===== config.mk =====
export PLATFORM = sky130hd
export DESIGN_NAME = erwb_seq
export DESIGN_NICKNAME = d
export VERILOG_FILES = /design/src/rtl/eeprom_row_write_buffer_assert.svh /design/src/rtl/erwb_pkg.sv /design/src/rtl/erwb_seq.sv
export SDC_FILE = /design/constraint.sdc
export NUM_CORES = 1
export LEC_CHECK = 0
export BUFFER_PORTS_ARGS = -buffer_cell sky130_fd_sc_hd__buf_2
export CAP_MARGIN = 10
export CORE_AREA = 5 5 42 44
export CTS_CLUSTER_DIAMETER = 200
export DETAILED_ROUTE_END_ITERATION = 10
export DIE_AREA = 0 0 47 49
export SETUP_SLACK_MARGIN = 0.05
export SYNTH_ARGS = -nofsm -noshare
export SYNTH_HDL_FRONTEND = slang
export SYNTH_SLANG_ARGS = --single-unit

===== constraint.sdc =====
create_clock -name clk -period 1.6 [get_ports clk]
set_input_delay 0.08 -clock clk [delete_from_list [all_inputs] [get_ports clk]]
set_output_delay 0.08 -clock clk [all_outputs]
set_load 0.1 [all_outputs]

===== src/rtl/eeprom_row_write_buffer_assert.svh =====
// ----------------------------------------------------------------------------
// eeprom row write buffer assertion macros
// shared concurrent assertion forms, clocked on clk, disabled in reset
// ----------------------------------------------------------------------------
`ifndef EEPROM_ROW_WRITE_BUFFER_ASSERT_SVH
`define EEPROM_ROW_WRITE_BUFFER_ASSERT_SVH

// same-cycle implication
`define ERWB_ASSERT_NOW(lbl, ante, cons, msg) \
	lbl: assert property (@(posedge clk) disable iff (!arst_n) (ante) |-> (cons)) \
		else $error(msg);

// next-cycle implication
`define ERWB_ASSERT_NEXT(lbl, ante, cons, msg) \
	lbl: assert property (@(posedge clk) disable iff (!arst_n) (ante) |=> (cons)) \
		else $error(msg);

`endif


===== src/rtl/erwb_pkg.sv =====
// ----------------------------------------------------------------------------
// erwb_pkg
// shared constants, types and codes of the eeprom row write buffer
// ----------------------------------------------------------------------------
`timescale 1ns / 1ps

package erwb_pkg;

	localparam int ADDR_W         = 10;
	localparam int BYTE_W         = 8;
	localparam int DEF_ROW_BYTES  = 4;
	localparam int DEF_STORE_ROWS = 256;

	localparam logic [BYTE_W-1:0] ERASED_BYTE = 8'hFF;

	localparam logic OP_WRITE = 1'b0;
	localparam logic OP_READ  = 1'b1;

	typedef enum logic [1:0] {
		ST_CLEAR,
		ST_IDLE,
		ST_EXEC
	} seq_state_t;

	typedef struct packed {
		logic ready;
		logic accept;
		logic finish;
		logic clear_wr;
	} seq_ctrl_t;

endpackage


===== src/rtl/erwb_seq.sv =====
// ----------------------------------------------------------------------------
// erwb_seq
// item sequencer and post-reset clearing pass over the row store
// ----------------------------------------------------------------------------
`timescale 1ns / 1ps

module erwb_seq #(
	parameter int STORE_ROWS = erwb_pkg::DEF_STORE_ROWS
) (
	input  logic                          clk,
	input  logic                          arst_n,
	input  logic                          in_valid,
	input  logic                          out_free,
	output erwb_pkg::seq_ctrl_t           ctrl,
	output logic [$clog2(STORE_ROWS)-1:0] clr_addr
);

	localparam int ROW_W = $clog2(STORE_ROWS);
	localparam logic [ROW_W-1:0] CLR_END = ROW_W'(STORE_ROWS - 1);

	erwb_pkg::seq_state_t state_q, state_d;
	logic [ROW_W-1:0] clr_q;

	always_ff @(posedge clk or negedge arst_n) begin
		if (!arst_n) begin
			state_q <= erwb_pkg::ST_CLEAR;
			clr_q   <= '0;
		end else begin
			state_q <= state_d;
			if (state_q == erwb_pkg::ST_CLEAR) begin
				clr_q <= clr_q + ROW_W'(1);
			end
		end
	end

	always_comb begin
		state_d       = state_q;
		ctrl          = '0;
		case (state_q)
			erwb_pkg::ST_CLEAR: begin
				ctrl.clear_wr = 1'b1;
				if (clr_q == CLR_END) begin
					state_d = erwb_pkg::ST_IDLE;
				end
			end
			erwb_pkg::ST_IDLE: begin
				ctrl.ready  = 1'b1;
				ctrl.accept = in_valid;
				if (in_valid) begin
					state_d = erwb_pkg::ST_EXEC;
				end
			end
			erwb_pkg::ST_EXEC: begin
				ctrl.finish = out_free;
				if (out_free) begin
					state_d = erwb_pkg::ST_IDLE;
				end
			end
			default: begin
				state_d = erwb_pkg::ST_CLEAR;
			end
		endcase
	end

	assign clr_addr = clr_q;

endmodule


==> qor.txt, run 1 <==
Initial Utilization = 0.3277
crit path kind = reg2out
diode count = 0
Layout Nets = 65
Via Count = 367
startpoint class of the critical path = register
clock share of power = 0.407
worst relative slew slack = 0.6784
Yosys top cell area share = 0.5450
area share of xor/xnor cells in the synthesized design = 0.1335
synthesis-to-layout area growth = 38.42%
First-pass DRT Iterations = 4
main combinational cell family by area after synthesis = simple AND/OR/NAND/NOR gates
worst hold path startpoint = out_free
die width = 47 µm
final worst slack = 0.1806 ns
sequential element share of the synthesized area = 0.5450
die area = 2303 µm²
Worst Tran Pin Value = 0.4858 ns
Final min period = 1.419 ns
P_sw = 92.58 µW
DR vias/cell = 4.893
TritonCTS clock tree = done
FF-to-FF setup slack = 0.30 ns
Post-Synth Adder-Cell Area = 0.02725
number of post-CTS setup repair buffers = 0
Synth area leader = dfrtp_1
Post-Synth Simple-Gate Area = 0.2180
Leakage = 0.2892 nW
largest net degree at the start of global routing = 11
drt total wl = 902 µm
outcome = complete, no violations
gp weighted congestion = 0.6657
Final Util = 0.4536
CTS buffer count = 3
pwr dens = 702.3 nW/µm²
Post-DP HPWL = 711.7 µm
Gate power share = 0.027
Synth top cells by count = dfrtp_1, xnor2_1
Final Cycle Share = 0.8871
Worst Skew = 0.006176 ns
syn nets = 44
crit path from = state_q[0]
Post-Syn Instances = 39
initial drt markers = 6
crit path max fanout = 7
Pint = 353.8 µW
Die Span Y = 49 µm
endpoints failing setup = 0
peak supply drop = 259.1 µV
initial antenna violation count = 0
Hold Fails Final Rpt = 0
DRT antenna net count = 0
share of synthesized registers carrying an async set or reset = 1.000
post-synthesis mux area share = 0.02452
area of the mapped netlist = 459.2 µm²
worst slack at placement = 0.3225 ns
Root Driver = clkbuf_4
Residual DRC = 0
top-count cell post-synth = dfrtp_1
critical path endpoint category = primary output
CP max stage cell = dfrtp_1
switching share of total power = 0.2074
row cnt = 14
first-pass GRT wire length = 1.725 mm
crit path DAT = 1.34 ns
Synth Area per Inst = 11.77 µm²
crit-path max cell delay = 0.46 ns
Post-Place Cell Area = 594.3 µm²
total global routing overflow = 0
Sink Count = 10
fin. max-slew vios = 0
Seq pwr share = 0.566
EDFF count, synth = 0
CTS Buffer Depth = 2
H-Tree Depth = 1
leading post-synthesis cells by cell area = dfrtp_1, xnor2_1, and4bb_1, ha_1, nand4_1
maximum clock rate = 704.5 MHz
worst min path class = in2reg
Layout Cell Area excl Fill = 635.6 µm²
Port Buf Inserts = 15
share of layout cells above drive strength 1 = 0.4915
RSZ-0062 raised after global routing = no
vias in the first global route = 383
critical path, cell by cell = nor2b_4, buf_2
Max-cap violations = 0
I/O Pins = 16
Ys Warns = 0
FF-to-FF Start = clr_addr[0]
WP data required = 1.52 ns
Top FF cell, synth = dfrtp_1
GRT Total Usage = 0.1036
WL per Instance = 12.03 µm
Synth cell types = 20
Synth Area in Compound Gates = 0.04360
Placeable Area = 1401 µm²
register clock-pin slew on the reported worst setup and hold paths = 0.06 ns
worst skew pair latency = 0.27 ns
synthesized flop and latch total = 10
==> cells by family after synthesis <==
group                    after synthesis
adder cells (fa/ha/maj)                1
AND/OR/NAND/NOR                       16
multiplexers                           1
buffers and inverters                  1
AO/OA/AOI/OAI                          3
XOR/XNOR                               7
flip-flops                            10
==> what timing repair did <==
action / 4_1_cts / 5_1_grt
gates resized for setup: 0 / 2
hold buffers: 1 / 0
setup endpoints to repair: 0 / 2
endpoints found under the hold margin: 10 / 0
==> sequential cells by signal, indices dropped and copies added (netlist names) <==
name and flops:
clr_addr 8, state_q 2
==> metal layers <==
layer | part of all wire | vias up | GRT usage | wire length [µm]
met3 | 0.080 | 2 | 0.04059 | 72
met2 | 0.45 | 14 | 0.1357 | 406
li1 | - | 176 | - | -
met5 | 0 | - | 0 | 0
met1 | 0.45 | 175 | 0.1351 | 405
met4 | 0.019 | 0 | 0.06912 | 17
==> power groups by stage <==
stage	clock network, mW	registers (mW)	logic (mW)
floorplan	0	0.257	0.00160
global placement	0	0.257	0.0108
detailed placement	0	0.257	0.0109
CTS	0.189	0.253	0.0128
global route	0.207	0.252	0.0143
finish	0.181	0.253	0.0122
==> path summary, 6_finish.rpt <==
check	endpoint	cells after the start
max	ctrl[3]	2
min	state_q[0]	3
max reg2reg	state_q[0]	4
min reg2reg	clr_addr[5]	1
max in group asynchronous	clr_addr[3]	2
min in group asynchronous	clr_addr[5]	2
==> cells in the final DEF, fill, tap and decap left out, types with 2 or more instances in the layout <==
cell | Yosys | final
buf_2 | 0 | 12
dfrtp_2 | 0 | 6
dfrtp_1 | 10 | 4
nand3_1 | 2 | 2
xnor2_1 | 6 | 6
nand4_1 | 2 | 2
nand2_1 | 2 | 2
clkbuf_4 | 0 | 5
==> area by class of cell <==
| class | instances | area, µm² |
|---|---|---|
| fillers | 148 | 765.7 |
| flip-flops and latches | 10 | 257.7 |
| multi-input cells | 28 | 222.7 |
| repair buffers | 16 | 105.1 |
| clock buffers | 4 | 26.28 |
| well taps | 16 | 20.02 |
| inverters | 1 | 3.754 |
==> critical path, delay by kind of cell (launching register included) <==
| family | cells | cell delay [ns] |
|---|---|---|
| buf+inv | 1 | 0.43 |
| simple gates | 1 | 0.19 |
| flops | 1 | 0.46 |
==> stage by stage <==
| stage | cells | power [mW] | hold WS (ns) | TNS (ns) |
|---|---|---|---|---|
| 4_1_cts | 75 | 0.4546 | 0.1237 | 0 |
| 6_report | 75 | 0.4464 | 0.1378 | 0 |
| 3_5_place_dp | 70 | 0.2683 | -0.04942 | 0 |
| 2_1_floorplan | 39 | 0.2591 | -0.2156 | -0.02371 |
| 5_1_grt | 75 | 0.4736 | 0.1307 | 0 |
| 3_3_place_gp | 70 | 0.2683 | -0.04950 | 0 |
Note: power is estimated with default switching activity, not from simulation.
==> run 2: changes to the inputs <==
--- a/config.mk
+++ b/config.mk
@@ -11,6 +11,7 @@
 export CTS_CLUSTER_DIAMETER = 200
 export DETAILED_ROUTE_END_ITERATION = 10
 export DIE_AREA = 0 0 47 49
+export PLACE_DENSITY_LB_ADDON = 0.2
 export SETUP_SLACK_MARGIN = 0.05
 export SYNTH_ARGS = -nofsm -noshare
 export SYNTH_HDL_FRONTEND = slang
==> run 2 against run 1 <==
Fmax decreased by 0.82%. Via count decreased by 1.9%. Flip-flop and latch count unchanged. Non-clock buffer count unchanged. Core utilization increased by 0.71 points. Register-to-register slack about the same. Power increased by 9.6%. Sequential power about the same. First-iteration DRC count increased by 17%. Wire length decreased by 0.22%. Critical path depth unchanged. Die area unchanged.
==> qor.txt, run 2 (synthesis gave the netlist of run 1 again) <==
number of flip-flops in the largest register = 8 (unchanged)
gp weighted congestion = 0.6662 (was 0.6657)
commonest non-fill, non-tap cell in the layout = buf_2 (unchanged)
vias in the first global route = 361 (was 383)
endpoints failing setup = 0 (unchanged)
CP top delay family = flip-flops (unchanged)
Placeable Area = 1401 µm² (unchanged)
First-pass DRT Iterations = 2 (was 4)
Worst Tran Pin Value = 0.4866 ns (was 0.4858 ns)
Final Cycle Share = 0.8945 (was 0.8871)
Worst Skew = 0.005526 ns (was 0.006176 ns)
die area = 2303 µm² (unchanged)
FF-to-FF setup slack = 0.31 ns (was 0.30 ns)
Final Util = 0.4607 (was 0.4536)
Port Buf Inserts = 15 (unchanged)
first-pass GRT wire length = 1.559 mm (was 1.725 mm)
Die Span Y = 49 µm (unchanged)
Placed Instances = 70 (unchanged)
worst skew pair latency = 0.26 ns (was 0.27 ns)
CP max stage cell = dfrtp_1 (unchanged)
Initial Utilization = 0.3277 (unchanged)
die width = 47 µm (unchanged)
initial antenna violation count = 0 (unchanged)
Sink Count = 10 (unchanged)
Root Driver = clkbuf_4 (unchanged)
outcome = complete, no violations (unchanged)
Residual DRC = 0 (unchanged)
share of layout cells above drive strength 1 = 0.5085 (was 0.4915)
Hold Fails Final Rpt = 0 (unchanged)
H-Tree Depth = 1 (unchanged)
worst min path class = in2reg (unchanged)
critical path endpoint category = primary output (unchanged)
peak supply drop = 429.8 µV (was 259.1 µV)
crit path kind = reg2out (unchanged)
worst relative slew slack = 0.6779 (was 0.6784)
CTS Buffer Depth = 2 (unchanged)
WL per Instance = 12.00 µm (was 12.03 µm)
crit path max fanout = 7 (unchanged)
initial drt markers = 7 (was 6)
RSZ-0062 raised after global routing = no (unchanged)
worst slack at placement = 0.3276 ns (was 0.3225 ns)
Final min period = 1.431 ns (was 1.419 ns)
DR vias/cell = 4.800 (was 4.893)
Layout Nets = 65 (unchanged)
Leakage = 0.2952 nW (was 0.2892 nW)
I/O Pins = 16 (unchanged)
critical path, cell by cell = nor2b_4, buf_2 (unchanged)
row cnt = 14 (unchanged)
fin cells = 75 (unchanged)
GRT Total Usage = 0.09666 (was 0.1036)
DRT antenna net count = 0 (unchanged)
Max-cap violations = 0 (unchanged)
CTS buffer count = 3 (unchanged)
startpoint class of the critical path = register (unchanged)
largest net degree at the start of global routing = 11 (unchanged)
commonest cells after routing, fill and taps aside = buf_2, xnor2_1, dfrtp_2 (unchanged)
crit path DAT = 1.35 ns (was 1.34 ns)
crit-path max cell delay = 0.47 ns (was 0.46 ns)
Via Count = 360 (was 367)
synthesis-to-layout area growth = 40.60% (was 38.42%)
WP data required = 1.52 ns (about the same)
drt total wl = 900 µm (was 902 µm)
number of post-CTS setup repair buffers = 0 (unchanged)
Post-Place Cell Area = 594.3 µm² (unchanged)
final worst slack = 0.1688 ns (was 0.1806 ns)
pwr dens = 757.9 nW/µm² (was 702.3 nW/µm²)
diode count = 0 (unchanged)
setup tns final = 0 ns (unchanged)
TritonCTS clock tree = done (unchanged)
fin. max-slew vios = 0 (unchanged)
register clock-pin slew on the reported worst setup and hold paths = 0.07 ns (was 0.06 ns)
Layout Cell Area excl Fill = 645.6 µm² (was 635.6 µm²)
total global routing overflow = 0 (unchanged)
total power = 489.3 µW (was 446.4 µW)
Critical path buffers and inverters = 1 (unchanged)
WHS = 0.1334 ns (was 0.1378 ns)
maximum clock rate = 698.7 MHz (was 704.5 MHz)
## run 2: area by class of cell
type	instances	area, µm²
fillers	133	755.7
flip-flops and latches	10	257.7
multi-input cells	28	222.7
repair buffers	16	105.1
clock buffers	4	36.28
well taps	16	20.02
inverters	1	3.754
## run 2: path summary, 6_finish.rpt
| check | startpoint | end | cells after the start |
|---|---|---|---|
| max | state_q[0] | ctrl[3] | 2 |
| min | out_free | state_q[1] | 3 |
| max reg2reg | clr_addr[0] | state_q[0] | 4 |
| min reg2reg | clr_addr[5] | clr_addr[5] | 1 |
| max in group asynchronous | arst_n | clr_addr[1] | 2 |
| min in group asynchronous | arst_n | clr_addr[6] | 2 |
## run 2: repair_timing
action / 4_1_cts / 5_1_grt
gates resized for setup: 0 / 2
hold buffers: 1 / 0
endpoints found under the setup margin: 0 / 2
endpoints found under the hold margin: 10 / 0
## run 2: power by group
| group | total [mW] | switching [mW] | leakage, nW | internal [mW] |
|---|---|---|---|---|
| logic | 0.0122 | 0.00737 | 0.155 | 0.00478 |
| registers | 0.253 | 0 | 0.119 | 0.253 |
| clock network | 0.225 | 0.0865 | 0.0210 | 0.138 |
| total | 0.489 | 0.0939 | 0.295 | 0.395 |
## run 2: tightest hold or removal path, stage by stage
cell,delay [ns]
buf_2,0.09
nor2_1,0.03
a21o_1,0.16
## run 2: routing by layer
layer	up-vias	part of all wire	GRT usage
li1	176	-	-
met1	168	0.45	0.1290
met2	16	0.45	0.1222
met3	0	0.099	0.05904
met4	0	0	0.04147
met5	-	0	0
